==> src/hdl/spq_pkg.sv <==
// Shared constants, types and command/status structs for the sorted priority queue.
// No dependencies; every other file in hdl imports this package.
package spq_pkg;

    localparam int DEPTH         = 256;
    localparam int KEY_WIDTH     = 32;
    localparam int PAYLOAD_WIDTH = 32;
    localparam int ADDR_W        = $clog2(DEPTH);
    localparam int CNT_W         = $clog2(DEPTH + 1);

    localparam logic ACT_ENQ = 1'b0;
    localparam logic ACT_DEQ = 1'b1;

    typedef logic [2:0] t_res;
    localparam t_res RES_NONE      = 3'd0;
    localparam t_res RES_ECHO_OK   = 3'd1;
    localparam t_res RES_ECHO_FAIL = 3'd2;
    localparam t_res RES_DEQ_OK    = 3'd3;
    localparam t_res RES_DEQ_FAIL  = 3'd4;

    typedef struct packed {
        logic [KEY_WIDTH-1:0]     key;
        logic [PAYLOAD_WIDTH-1:0] payload;
    } t_entry;

    typedef struct packed {
        logic latch;     // capture the incoming word
        logic rd_head;   // read logical slot 0
        logic rd_prev;   // read logical slot pos-1
        logic rd_prev2;  // read logical slot pos-2
        logic wr_shift;  // move read entry down to slot pos, pos--
        logic wr_new;    // write new entry at slot pos, count++
        logic pop;       // advance head, count--
        t_res res;       // result to load into the output register
    } t_cmd;

    typedef struct packed {
        logic is_enq;
        logic full;
        logic empty;
        logic pos_one;
        logic key_less;
        logic out_free;
    } t_status;

endpackage

==> src/hdl/spq_ctrl.sv <==
// Controller state machine for the sorted priority queue.
// Depends on spq_pkg; drives commands into spq_datapath and reads its status.
module spq_ctrl (
    input  logic             i_clk,
    input  logic             i_rst_n,
    input  logic             i_valid,
    output logic             o_ready,
    input  spq_pkg::t_status i_status,
    output spq_pkg::t_cmd    o_cmd
);
    import spq_pkg::*;

    localparam logic [2:0] ST_IDLE     = 3'd0;
    localparam logic [2:0] ST_DISPATCH = 3'd1;
    localparam logic [2:0] ST_DEQ_WAIT = 3'd2;
    localparam logic [2:0] ST_ENQ_CMP  = 3'd3;
    localparam logic [2:0] ST_ENQ_FIN  = 3'd4;

    logic [2:0] r_state;
    logic [2:0] n_state;

    assign o_ready = (r_state == ST_IDLE) && i_status.out_free;

    always_comb begin
        n_state = r_state;
        o_cmd   = '0;
        o_cmd.res = RES_NONE;
        case (r_state)
            ST_IDLE: begin
                if (i_valid && o_ready) begin
                    o_cmd.latch = 1'b1;
                    n_state     = ST_DISPATCH;
                end
            end
            ST_DISPATCH: begin
                if (i_status.is_enq) begin
                    if (i_status.full) begin
                        o_cmd.res = RES_ECHO_FAIL;
                        n_state   = ST_IDLE;
                    end else if (i_status.empty) begin
                        o_cmd.wr_new = 1'b1;
                        o_cmd.res    = RES_ECHO_OK;
                        n_state      = ST_IDLE;
                    end else begin
                        o_cmd.rd_prev = 1'b1;
                        n_state       = ST_ENQ_CMP;
                    end
                end else begin
                    if (i_status.empty) begin
                        o_cmd.res = RES_DEQ_FAIL;
                        n_state   = ST_IDLE;
                    end else begin
                        o_cmd.rd_head = 1'b1;
                        n_state       = ST_DEQ_WAIT;
                    end
                end
            end
            ST_DEQ_WAIT: begin
                o_cmd.res = RES_DEQ_OK;
                o_cmd.pop = 1'b1;
                n_state   = ST_IDLE;
            end
            ST_ENQ_CMP: begin
                // smaller key ahead of the slot: shift it down and look further up
                if (i_status.key_less) begin
                    o_cmd.wr_shift = 1'b1;
                    if (i_status.pos_one) begin
                        n_state = ST_ENQ_FIN;
                    end else begin
                        o_cmd.rd_prev2 = 1'b1;
                    end
                end else begin
                    o_cmd.wr_new = 1'b1;
                    o_cmd.res    = RES_ECHO_OK;
                    n_state      = ST_IDLE;
                end
            end
            ST_ENQ_FIN: begin
                o_cmd.wr_new = 1'b1;
                o_cmd.res    = RES_ECHO_OK;
                n_state      = ST_IDLE;
            end
            default: begin
                n_state = ST_IDLE;
            end
        endcase
    end

    always_ff @(posedge i_clk) begin
        if (!i_rst_n) begin
            r_state <= ST_IDLE;
        end else begin
            r_state <= n_state;
        end
    end

endmodule

==> config.mk <==
export PLATFORM = sky130hd
export DESIGN_NAME = spq_ctrl
export DESIGN_NICKNAME = d
export VERILOG_FILES = /design/src/hdl/spq_pkg.sv /design/src/hdl/spq_ctrl.sv
export SDC_FILE = /design/constraint.sdc
export NUM_CORES = 1
export LEC_CHECK = 0
export BUFFER_PORTS_ARGS = -buffer_cell sky130_fd_sc_hd__buf_2
export CORE_AREA = 4 4 41 43
export DETAILED_ROUTE_END_ITERATION = 6
export DIE_AREA = 0 0 45 47
export GPL_ROUTABILITY_DRIVEN = 0
export MAX_ROUTING_LAYER = met4
export SYNTH_ARGS = -nofsm -noshare
export SYNTH_HDL_FRONTEND = slang
export SYNTH_SLANG_ARGS = --single-unit
==> constraint.sdc <==
create_clock -name i_clk -period 1.19 [get_ports i_clk]
set_input_delay 0.0595 -clock i_clk [delete_from_list [all_inputs] [get_ports i_clk]]
set_output_delay 0.0595 -clock i_clk [all_outputs]
set_load 0.01 [all_outputs]
* Word-level counts from Yosys, hierarchy flattened *
Cells that the tools add are included.
W data, S select, Z words.

operators by class
  $add $sub $neg = 0
  multiply operators = 0
  divide/modulo/power cells = 0
  magnitude comparators = 0
  equality and inequality tests = 6
  shift-type cells = 0
  muxes and demuxes = 30
  bitwise operators = 0
  reduce and logical (&&, ||, !) cells = 4

operators with widths
  kind                  number
  $mux W3               6
  $mux W1               14
  $mux W2               7
  $pmux W3 S4           1
  $pmux W3 S3           1
  $eq A3 B2 Y1 const B  2
  $eq A3 B1 Y1 const B  1
  $eq A3 B3 Y1 const B  1
  $logic_not A3 Y1      1
  $ne A3 B3 Y1 const B  1
  $pmux W1 S3           1
  $logic_and A1 B1 Y1   2
  $ne A2 B1 Y1 const B  1
  $reduce_and A2 Y1     1

storage, ports and cells
  register bits after elaboration = 3
  bits in latches = 0
  memory bits (writable) = 0
  bits in read-only memories = 0
  input bits = 9
  output and inout port bits = 11
  word-level logic and storage cells = 41
  memories = 0

* Depth between registers and ports, before layout *
  word-level depth = 5
  depth in mapped cells = 4
  gate-level depth less buffers = 3

* Least setup slack after synthesis *
Ideal clock, no wire load.

  path kind = register to register
  from = register r_state[1]
  to = register r_state[2]
  setup time = 0.117 ns
  data arrival time = 1.024 ns
  data required time = 1.073 ns
  slack = 0.049 ns
  cell stages (with the launch flop) = 5
  path buffers = 1
  period minus slack after synthesis = 1.141 ns
  cell sequence = dfxtp_1 > buf_4 > or3_4 > o21ai_2 > nor2_1

between the ends
  word-level cells in the longest chain between the ends = 5
  elaborated cells between the ends (all ways) = 9
  those cells by class = eq/ne (4); mux (1); reduce/logical (4)

ends and longest elaborated chain
  element                      RTL line                        text
  start: declaration           spq_ctrl.sv:19                  logic [2:0] r_state;
  start signal: assignment     spq_ctrl.sv:93                  r_state <= n_state;
  $logic_not A3 Y1             spq_ctrl.sv:22, spq_ctrl.sv:28
  $logic_and A1 B1 Y1          spq_ctrl.sv:22                  assign o_ready = (r_state == ST_IDLE) && i_status.out_free;
  $logic_and A1 B1 Y1          spq_ctrl.sv:30                  if (i_valid && o_ready) begin
  $ne A2 B1 Y1 (no line)       n/a
  $reduce_and A2 Y1 (no line)  n/a

Parallel ways exist; a longest one is shown, timed or not.
A chain may end at the register's enable or synchronous reset.

==> impl_metrics.csv <==
group,metric,value,unit
status,status,"finished, violations left",
status,violations,"negative setup slack",
route,postRouteAntennaNets,0,
sta,skew,0.00531,ns
grt,grt_first_pass_wirelength,1590,um
clocking,cts_tree,"built",
grt,grt_pass1_vias,435,
logic_synthesis,netlist.area_leader.share,19.5,%
route,num_vias,392,
sta,post-route-min-period,1.33,ns
finish,drive_above_1_share,62.9,%
route,first_pass_iters,2,
floorplanning,row_count,13,
finish,ff_latch_area,68.8,sq um
logic_synthesis,yosys-top-cells-area,"dfxtp_1 20%, nand2b_1 8.1%, nor2b_1 6.1%, a21oi_1 4.9%, nor4b_2 4.9%",
route,drc,0,
floorplanning,ioPinCount,20,
grt,antenna_found_initial,0,
sta,rsz0062_at_grt,"yes",
sta,max_freq,754,MHz
worst_hold_path,hold_path.class,"in2reg",
sta,hold_viol_final,0,
clocking,clk_pin_slew,0.04,ns
route,wire_per_inst,10.6,um
sta,fin_ws,-0.136,ns
clocking,cts_buffer_depth,2,
sta,worst_pin_slew,0.227,ns
setup_path,worstPathArrival,1.27,ns
logic_synthesis,avgSynthCellArea,7.51,sq um
job,max_cap_violations,0,
logic_synthesis,synth_seq_cells,3,
clocking,clock_latency,0.24,ns
logic_synthesis,ys_types,25,
setup_path,critPathMaxStageDelay,0.41,ns
sta,relSlewSlack,84.7,%
sta,fin_crit_sh,111,%
clocking,cts_made_buffers,3,
sta,finalSetupViolCount,13,
clocking,clock_sinks,3,
setup_path,crit_slowest_cell,"or3_4",
setup_path,critPathMaxFanout,6,
power,vdd_ir_drop_max,0.000353,V
finish,largest_reg_flops,3,
place,hpwl,646,um
place,dpl_cell_area,420,sq um
floorplanning,dieArea,2120,sq um
logic_synthesis,synth_area,308,sq um
place,io_buffers,19,
clocking,htreeDepth,1,
setup_path,end_kind,"output pin",
floorplanning,dieHeight,47,um
route,finalWirelength,904,um
setup_path,path_cells,"or3_4 -> nor2b_1 -> buf_2",
finish,reg_top3,"r_state x3",
clocking,cts_hold_buf,0,
route,dr.first_iter.drc_count,1,
grt,track_usage,10.8,%
floorplanning,floorplan.die.width,45,um
finish,post-route-util,42.4,%
clocking,cts_root_buf,"clkbuf_4",
finish,antennaDiodeCount,0,
logic_synthesis,ys_seq_area_share,19.5,%
logic_synthesis,synthCells,41,
sta,holdWs,0.0504,ns
grt,grt_max_degree,7,
finish,area_growth,79.3,%
finish,multiInputGateArea,254,sq um
setup_path,path_class,"reg2out",
place,dpl.cell_count,75,
logic_synthesis,synth_nets,50,
power,leakage,0.000273,uW
sta,slew_violations,0,
finish,regMostFlops,"r_state",
floorplanning,initial_utilization,23.7,%
setup_path,cp.required,1.13,ns
finish,layout.cells.non_filler,85,
setup_path,startpoint_type,"register",
finish,fin_area,552,sq um
logic_synthesis,synth_area_leader_cell,"dfxtp_1",
floorplanning,coreArea,1300,sq um
grt,overflow,0,
logic_synthesis,synth-warning-count,0,
route,via_per_inst,4.61,
finish,fillers,157,
finish,fin_nets,80,
power,p_per_area,700,nW/um^2
==> cell usage in the layout, fill, tap and decap left out <==
| cell | Yosys | final |
|---|---|---|
| nor4b_4 | 0 | 1 |
| o22ai_1 | 1 | 1 |
| inv_1 | 3 | 3 |
| buf_4 | 1 | 8 |
| nand2b_1 | 4 | 3 |
| dfxtp_2 | 0 | 1 |
| nor2_2 | 0 | 1 |
| or3_1 | 1 | 1 |
| o21ai_0 | 2 | 1 |
| nor2b_1 | 3 | 3 |
| or2_4 | 0 | 1 |
| nor3b_2 | 0 | 1 |
| a31oi_1 | 1 | 1 |
| nand2_1 | 3 | 3 |
| dfxtp_4 | 0 | 2 |
| and2_1 | 1 | 1 |
| nor4b_1 | 1 | 1 |
| clkbuf_4 | 0 | 3 |
| nor2_1 | 3 | 2 |
| buf_2 | 1 | 18 |
| buf_6 | 1 | 2 |
| or3_4 | 1 | 1 |
| a21oi_1 | 3 | 1 |
| clkbuf_1 | 0 | 1 |
| o21ai_4 | 0 | 1 |
| o21ai_1 | 0 | 1 |
| a21oi_2 | 0 | 2 |
| nand3b_1 | 1 | 1 |
| and4bb_2 | 1 | 1 |
| xnor2_1 | 1 | 1 |
| and4b_1 | 1 | 1 |
| nand2b_4 | 0 | 1 |
==> synth_stat cells <==
master    instances
a21oi_1           3
a31oi_1           1
and2_1            1
and4b_1           1
and4bb_2          1
buf_2             1
buf_4             1
buf_6             1
dfxtp_1           3
inv_1             3
nand2_1           3
nand2b_1          4
nand3b_1          1
nor2_1            3
nor2b_1           3
nor3b_1           1
nor4b_1           1
nor4b_2           1
o21ai_0           2
o21ai_2           1
o22ai_1           1
or2_2             1
or3_1             1
or3_4             1
xnor2_1           1
==> area by class of cell <==
class | count | share of cell area, %
clock buffer | 4 | 4.76
inverter | 3 | 2.04
multi-input combinational | 32 | 46.0
sequential | 3 | 12.5
tap | 15 | 3.40
timing repair buffer | 28 | 31.3
==> cells by family (layout without fill, tap and decap cells) <==
group                     Yosys count  count (layout)  synth area share, %
AOI/OAI and AO/OA                   8               8                 15.0
xor gates and xnor gates            1               1                 2.85
buffers and inverters               6              35                 11.4
DFF                                 3               3                 19.5
and+or+nand+nor                    23              23                 51.2
==> final timing paths <==
check | slack, ns | cells past startpoint | startpoint | end
worst max-delay path | -0.14 | 3 | r_state[2] | o_cmd[9]
worst min-delay path | 0.05 | 3 | i_status[2] | r_state[2]
worst max register to register | -0.04 | 4 | r_state[2] | r_state[0]
worst min register to register | 0.59 | 3 | r_state[1] | r_state[1]
==> timing repair <==
item                       CTS  global route
setup buffers                6             0
setup endpoints to repair   10            14
resized for setup           14             2
pin swaps                    7             5
==> metrics by stage <==
| step | worst slack (ns) | power [uW] | setup TNS (ns) |
|---|---|---|---|
| finish | -0.136 | 386 | -0.931 |
| global route | -0.212 | 419 | -1.85 |
| CTS | -0.127 | 389 | -0.939 |
| detailed placement | 0.0215 | 189 | 0 |
| global placement | 0.0591 | 187 | 0 |
| floorplan | 0.0491 | 158 | 0 |
==> critical path: cells and delay by family (launching register included) <==
kind                   cells  cell delay [ns]
buffers and inverters      1             0.14
DFF                        1             0.36
and+or+nand+nor            2             0.53
==> where the power goes <==
part	switching (uW)	internal, uW
sequential	6.16	101
clock	54.5	126
combinational	44.5	54.6
==> metal layers <==
metal  up-vias  wire (um)  GRT usage, %
met5         -          0             -
li1        198          -             -
met3         2        108          3.45
met2        19        419          17.8
met4         0         17          7.02
met1       173        358          11.1
No activity file was read; power rests on OpenSTA's default activity.
